## src/hw/rtl/cdll_pkg.sv

```systemverilog
// shared types and codes for the cursor doubly linked list
// operation codes, result status codes, controller command and datapath status
package cdll_pkg;

    typedef enum logic [3:0] {
        MODE_CLEAR    = 4'd0,
        MODE_START    = 4'd1,
        MODE_END      = 4'd2,
        MODE_NEXT     = 4'd3,
        MODE_PREV     = 4'd4,
        MODE_GET      = 4'd5,
        MODE_INSERT   = 4'd6,
        MODE_APPEND   = 4'd7,
        MODE_REMOVE   = 4'd8,
        MODE_MOVE     = 4'd9,
        MODE_POSITION = 4'd10
    } t_mode;

    typedef enum logic [1:0] {
        ST_OK     = 2'd0,
        ST_AT_END = 2'd1,
        ST_FULL   = 2'd2,
        ST_RANGE  = 2'd3
    } t_status;

    // controller to datapath
    typedef struct packed {
        logic load;
        logic step_a;
        logic step_b;
        logic step_c;
        logic walk_chk;
        logic walk_data;
        logic finish;
    } t_cmd;

    // datapath to controller
    typedef struct packed {
        logic fin_a;
        logic walk;
        logic fin_b;
        logic walk_end;
        logic out_free;
    } t_sts;

endpackage

```

## src/hw/rtl/cdll_ctrl.sv

```systemverilog
// sequencing state machine for the cursor doubly linked list
// depends on cdll_pkg for the command and status structs
module cdll_ctrl (
    input  logic          i_clk,
    input  logic          i_rst_n,
    input  logic          i_in_valid,
    output logic          o_in_ready,
    input  cdll_pkg::t_sts i_sts,
    output cdll_pkg::t_cmd o_cmd
);

    typedef enum logic [6:0] {
        S_IDLE = 7'b0000001,
        S_A    = 7'b0000010,
        S_B    = 7'b0000100,
        S_C    = 7'b0001000,
        S_WCHK = 7'b0010000,
        S_WDAT = 7'b0100000,
        S_FIN  = 7'b1000000
    } t_state;

    t_state r_state, n_state;

    always_comb begin
        n_state = r_state;
        o_cmd   = '0;
        case (r_state)
            S_IDLE: begin
                o_cmd.load = i_in_valid;
                if (i_in_valid) n_state = S_A;
            end
            S_A: begin
                o_cmd.step_a = 1'b1;
                if (i_sts.fin_a)     n_state = S_FIN;
                else if (i_sts.walk) n_state = S_WCHK;
                else                 n_state = S_B;
            end
            S_B: begin
                o_cmd.step_b = 1'b1;
                n_state = i_sts.fin_b ? S_FIN : S_C;
            end
            S_C: begin
                o_cmd.step_c = 1'b1;
                n_state = S_FIN;
            end
            S_WCHK: begin
                o_cmd.walk_chk = 1'b1;
                n_state = i_sts.walk_end ? S_FIN : S_WDAT;
            end
            S_WDAT: begin
                o_cmd.walk_data = 1'b1;
                n_state = S_WCHK;
            end
            S_FIN: begin
                o_cmd.finish = i_sts.out_free;
                if (i_sts.out_free) n_state = S_IDLE;
            end
            default: n_state = S_IDLE;
        endcase
    end

    assign o_in_ready = (r_state == S_IDLE);

    always_ff @(posedge i_clk) begin
        if (!i_rst_n) begin
            r_state <= S_IDLE;
        end else begin
            r_state <= n_state;
        end
    end

endmodule

```

## config.mk

```make
export PLATFORM = sky130hd
export DESIGN_NAME = cdll_ctrl
export DESIGN_NICKNAME = d
export VERILOG_FILES = /design/src/hw/rtl/cdll_pkg.sv /design/src/hw/rtl/cdll_ctrl.sv
export SDC_FILE = /design/constraint.sdc
export NUM_CORES = 1
export LEC_CHECK = 0
export BUFFER_PORTS_ARGS = -buffer_cell sky130_fd_sc_hd__buf_2
export CAP_MARGIN = 5
export CORE_AREA = 2 2 39 41
export DETAILED_ROUTE_END_ITERATION = 8
export DIE_AREA = 0 0 41 43
export PLACE_DENSITY = 0.7
export SKIP_LAST_GASP = 1
export SLEW_MARGIN = 5
export SYNTH_ARGS = -nofsm -noshare
export SYNTH_HDL_FRONTEND = slang
export SYNTH_SLANG_ARGS = --single-unit
```

## constraint.sdc

```tcl
create_clock -name i_clk -period 1.5 [get_ports i_clk]
set_clock_uncertainty 0.2 [all_clocks]
set_input_delay 0.15 -clock i_clk [delete_from_list [all_inputs] [get_ports i_clk]]
set_output_delay 0.15 -clock i_clk [all_outputs]
set_load 0.03 [all_outputs]
```

==> impl_metrics.env, run 1 <==
export IMPL_start_kind="register"
export IMPL_vias=668
export IMPL_grt_pass1_vias=644
export IMPL_clk_latency_ps=250
export IMPL_rows=14
export IMPL_io_buffers=15
export IMPL_die_h_um=43
export IMPL_slew_viol_final=0
export IMPL_power_total_uw=598
export IMPL_dp_hpwl_um=1120
export IMPL_cts_buffers=3
export IMPL_netlist_top_cells_count="dfxtp_1, nor2_1, inv_1, nor3_1, nor4_1"
export IMPL_ir_drop_v=0.000558
export IMPL_rrSetupSlack_ps=-330
export IMPL_clk_transition_reported_paths_ps=50
export IMPL_rsz0062_at_grt="true"
export IMPL_die_area_mm2=0.00176
export IMPL_finalNetCount=121
export IMPL_syn_inst=65
export IMPL_final_seq_area_um2=144
export IMPL_end_kind="output port"
export IMPL_status="finished with violations"
export IMPL_drt_wl_total_um=1870
export IMPL_gr_total_overflow=0
export IMPL_synthesis_nets=73
export IMPL_cp_required_ps=1150
export IMPL_power_density_mw_per_mm2=598
export IMPL_critPathKind="register to output port"
export IMPL_start_util_pct=35.0
export IMPL_stdcell_area_um2=1000
export IMPL_ys_warnings_count=0
export IMPL_synthTopCellsByArea="dfxtp_1, nor4_1, nor3_1"
export IMPL_synth_top_area_share_pct=28.9
export IMPL_stdcell_count=128
export IMPL_dp_cells=109
export IMPL_h_tree_depth=1
export IMPL_cts_root_buf="clkbuf_4"
export IMPL_cts_sinks=7
export IMPL_max_freq_ghz=0.532
export IMPL_failed_checks="setup timing"
export IMPL_detail_route_iter0_violations=16
export IMPL_grt_total_usage_pct=23.2
export IMPL_die_x_um=41
export IMPL_synth_top_flop_cell="dfxtp_1"
export IMPL_gp_congestion=0.877
export IMPL_ios=16
export IMPL_multi_input_area_um2=398
export IMPL_critical_path_arrival_ps=1530
export IMPL_grt_pass1_wl_um=2730
export IMPL_ys_types=26
export IMPL_finalSetupViolations=15
export IMPL_core_area_mm2=0.00138
export IMPL_fillCellCount=96
export IMPL_post_route_cells_drive_above_1_share_pct=54.5
export IMPL_drc=0
export IMPL_wl_per_cell_um=14.6
export IMPL_synth_seq_cells=7
export IMPL_cts_tree="yes"
export IMPL_clk_path_buf_depth=2
export IMPL_ys_async_sr_fraction_pct=0
export IMPL_synthesis_area_um2=484
export IMPL_antenna_cells=0
export IMPL_crit_chain="or2_1, or4_4, nor2_4, buf_6"
export IMPL_synth_area_per_cell_um2=7.45
export IMPL_hold_viol=0
export IMPL_min_path_type="input port to register"
export IMPL_worstPathMaxFanout=3
export IMPL_cellLeakagePower_uw=0.000462
export IMPL_cp_slowest_cell="or4_4"
export IMPL_place_area_um2=704
export IMPL_ant_nets=0
export IMPL_finalCritPeriodShare_pct=125
export IMPL_grt_max_degree=8
export IMPL_place_ws_ps=-141
export IMPL_tightest_slew_ps=370
export IMPL_post_drt_via_cell_ratio=5.22
export IMPL_relSlewSlack_pct=75.1
export IMPL_setup_ws_ps=-381
export IMPL_first_pass_iters=4
export IMPL_final_min_clock_period_ps=1880
export IMPL_cpPeakStageDelay_ps=480
export IMPL_largest_reg_flops=7
export IMPL_reg_largest_list="r_state (7)"
export IMPL_area_growth_pct=106
export IMPL_maxCapViolations=0
export IMPL_top_register="r_state"
export IMPL_antenna_found_initial=0
export IMPL_ys_seq_area_share_pct=28.9
export IMPL_netlist_top_cell_by_area="dfxtp_1"
export IMPL_synth_edf_count=0
==> final timing paths <==
path              startpoint          to  cells past startpoint
setup / recovery  r_state[5]    o_cmd[4]                      4
hold / removal    i_in_valid  r_state[1]                      3
setup reg to reg  r_state[5]  r_state[5]                      5
hold reg to reg   r_state[2]  r_state[3]                      2
==> stage by stage <==
step / util (%) / hold WS (ps) / TNS (ps)
finish: 72.2 / 53.3 / -3800
global route: 72.2 / 58.3 / -4780
CTS: 63.8 / 25.9 / -3140
detailed placement: 50.9 / 136 / -813
global placement: 50.9 / 131 / -486
floorplan: - / 21.0 / -364
==> placed cells by master, fill, tap and decap left out, drive strengths merged <==
cell type / Yosys / final
or4: 1 / 1
o22a: 1 / 1
and3: 1 / 1
a21oi: 1 / 1
nor3: 6 / 6
clkbuf: 2 / 4
o311ai: 1 / 1
nor2b: 1 / 1
nand3b: 1 / 1
nor3b: 1 / 1
inv: 6 / 6
a31oi: 4 / 4
buf: 1 / 41
nand2b: 4 / 4
dfxtp: 7 / 7
o21ai: 2 / 2
nor4: 6 / 6
dlygate4sd3: 0 / 5
nor2: 7 / 7
nand2: 4 / 4
o22ai: 1 / 1
or2: 1 / 1
xor2: 1 / 1
and4b: 3 / 3
nand3: 2 / 2
==> critical path, delay by kind of cell, from the launching register on <==
kind | cells | cell delay, ps
buffers and inverters | 1 | 130
flip-flops | 1 | 310
AND/OR/NAND/NOR | 3 | 840
==> layout make-up <==
| type | count | share of cell area (%) |
|---|---|---|
| inverter | 6 | 2.25 |
| tap | 16 | 2.00 |
| sequential | 7 | 14.4 |
| clock buffer | 4 | 2.63 |
| multi-input combinational | 49 | 39.8 |
| timing repair buffer | 46 | 38.9 |
==> what timing repair did <==
action,in CTS,in global routing
buffers inserted,4,6
pin swaps,3,8
resized for setup,18,15
setup endpoints to repair,14,15
hold buffers,5,0
cloned,0,0
hold endpoints to repair,6,0
==> routing by layer <==
metal	vias to the layer above	track usage, %	share of wire [%]
li1	336	-	-
met1	313	31.4	44
met2	15	32.5	51
met3	4	9.42	3.4
met4	0	8.00	2.0
met5	-	0	0
==> logic make-up (layout without fill, tap and decap cells) <==
logic type,after synthesis,in the layout,share of synthesized area [%]
AND/OR/NAND/NOR,38,38,45.7
buffers and inverters,9,56,10.3
XOR/XNOR,1,1,1.81
AO/OA/AOI/OAI,10,10,13.2
flip-flops,7,7,28.9
==> power by group <==
part           switching (uW)  internal, uW  total (uW)
Combinational             112           116         228
Sequential               5.08           194         199
Clock                    69.9           102         171
Total                     187           411         598
Power figures use the tool's default switching activity.
==> inputs of run 2 (changes only) <==
--- a/config.mk
+++ b/config.mk
@@ -11,6 +11,7 @@
 export DETAILED_ROUTE_END_ITERATION = 8
 export DIE_AREA = 0 0 41 43
 export PLACE_DENSITY = 0.7
+export REMOVE_ABC_BUFFERS = 1
 export SKIP_LAST_GASP = 1
 export SLEW_MARGIN = 5
 export SYNTH_ARGS = -nofsm -noshare
==> run 2 against run 1 <==
Net effect:
- the run still ends with setup timing left
- cell count is 4.7% higher
- flip-flop and latch count is the same
- clock power grew 12%
- first-iteration DRC count rose by 56%
- non-clock buffer count grew 6
- power rose by 6.2%
- setup slack worse by 62 ps
- routed wire length rose by 11%
- sequential share of layout area down 0.24 points
- register-to-register slack improved by 70 ps
- fmax down 3.2%
- cell area is 6.1% higher
- critical endpoint unchanged
- largest power group unchanged
==> impl_metrics.env, run 2 (synthesis gave the netlist of run 1 again) <==
export IMPL_die_area_mm2=0.00176
export IMPL_slew_viol_final=0
export IMPL_rows=14
export IMPL_maxCapViolations=0
export IMPL_antenna_found_initial=0
export IMPL_ant_nets=0
export IMPL_grt_total_usage_pct=24.4
export IMPL_die_x_um=41
export IMPL_dp_hpwl_um=1070
export IMPL_core_area_mm2=0.00138
export IMPL_wl_per_cell_um=15.5
export IMPL_gp_congestion=0.806
export IMPL_hold_ws_ps=24.1
export IMPL_max_freq_ghz=0.515
export IMPL_status="finished with violations"
export IMPL_end_kind="output port"
export IMPL_cpPeakStageDelay_ps=480
export IMPL_grt_pass1_vias=580
export IMPL_post_route_cells_drive_above_1_share_pct=62.7
export IMPL_ir_drop_v=0.000654
export IMPL_first_pass_iters=4
export IMPL_clk_latency_ps=270
export IMPL_gr_total_overflow=0
export IMPL_cts_sinks=7
export IMPL_largest_reg_flops=7
export IMPL_final_cell_mix="buf_4, buf_6, buf_2"
export IMPL_crit_chain="or2_1, or4_4, nor2_2, buf_4"
export IMPL_critical_path_arrival_ps=1590
export IMPL_critPathKind="register to output port"
export IMPL_worst_path_buf_inv=1
export IMPL_postLayoutCoreUtil_pct=76.7
export IMPL_drt_wl_total_um=2080
export IMPL_io_buffers=15
export IMPL_start_kind="register"
export IMPL_setup_ws_ps=-444
export IMPL_finalSetupViolations=15
export IMPL_final_min_clock_period_ps=1940
export IMPL_min_path_type="input port to register"
export IMPL_detail_route_iter0_violations=25
export IMPL_area_growth_pct=119
export IMPL_stdcell_count=134
export IMPL_clk_path_buf_depth=2
export IMPL_worstPathMaxFanout=4
export IMPL_die_h_um=43
export IMPL_cts_root_buf="clkbuf_4"
export IMPL_power_total_uw=635
export IMPL_rsz0062_at_grt="true"
export IMPL_h_tree_depth=1
export IMPL_layout_commonest_cell="buf_4"
export IMPL_reg_largest_list="r_state (7)"
export IMPL_clk_transition_reported_paths_ps=60
export IMPL_relSlewSlack_pct=79.0
export IMPL_failed_checks="setup timing"
export IMPL_power_density_mw_per_mm2=598
export IMPL_finalNetCount=127
export IMPL_start_util_pct=35.0
export IMPL_place_ws_ps=-125
export IMPL_drc=0
export IMPL_fillCellCount=88
export IMPL_dp_cells=109
export IMPL_cp_slowest_cell="or4_4"
export IMPL_antenna_cells=0
export IMPL_top_register="r_state"
export IMPL_grt_pass1_wl_um=2730
export IMPL_tightest_slew_ps=310
export IMPL_grt_max_degree=8
export IMPL_cts_tree="yes"
export IMPL_critPathTopFamily="simple AND/OR/NAND/NOR gates"
export IMPL_hold_viol=0
export IMPL_cellLeakagePower_uw=0.000485
export IMPL_ios=16
export IMPL_finalCritPeriodShare_pct=130
export IMPL_cp_required_ps=1150
export IMPL_cts_buffers=3
export IMPL_post_drt_via_cell_ratio=5.34
export IMPL_vias=716
run 2: changes by cell type in the layout (fill, tap and decap cells not counted), sizes merged:
cell,previous run,this run
clkinv,0,1
buf,41,46
dlygate4sd3,5,6
clkbuf,4,3
run 2: cell type report:
class,instances,area (um2),area share (%)
Clock buffer,3,22.5,2.12
Clock inverter,1,5.00,0.472
Inverter,6,22.5,2.12
Multi-Input combinational cell,49,415,39.2
Sequential cell,7,150,14.2
Tap cell,16,20.0,1.89
Timing Repair Buffer,52,425,40.1
run 2: per-layer routing:
layer | track usage, % | up-vias | share of wire, %
li1 | - | 345 | -
met1 | 30.4 | 340 | 42
met2 | 34.4 | 24 | 50
met3 | 11.0 | 7 | 5.3
met4 | 12.0 | 0 | 2.8
met5 | 0 | - | 0
run 2: repair_timing:
action | CTS | global route
resized for setup | 28 | 20
hold buffers | 6 | 0
buffers inserted | 7 | 11
pin swaps | 8 | 9
hold endpoints to repair | 6 | 0
setup endpoints to repair | 11 | 15
run 2: per-stage QoR:
stage / cell area, um2 / setup TNS, ps
floorplan: 457 / -1080
global placement: 672 / -286
detailed placement: 672 / -524
CTS: 916 / -2240
global route: 1060 / -4570
finish: 1060 / -3650
run 2: final timing paths:
| kind | startpoint | endpoint | slack, ps | cells after the start |
|---|---|---|---|---|
| max reg2reg | r_state[5] | r_state[5] | -260 | 5 |
| max | r_state[5] | o_cmd[4] | -440 | 4 |
| min | i_in_valid | r_state[1] | 20 | 3 |
| min reg2reg | r_state[6] | r_state[0] | 500 | 3 |
run 2: power by group:
group | switching [uW] | internal (uW)
clock | 92.3 | 98.7
sequential | 8.73 | 192
combinational | 115 | 128
run 2: worst reg2reg max path, stage by stage (launching register included):
cell     delay (ps)
dfxtp_2         320
or2_1           250
or4_4           480
buf_4           170
buf_6           110
nor4_4          150
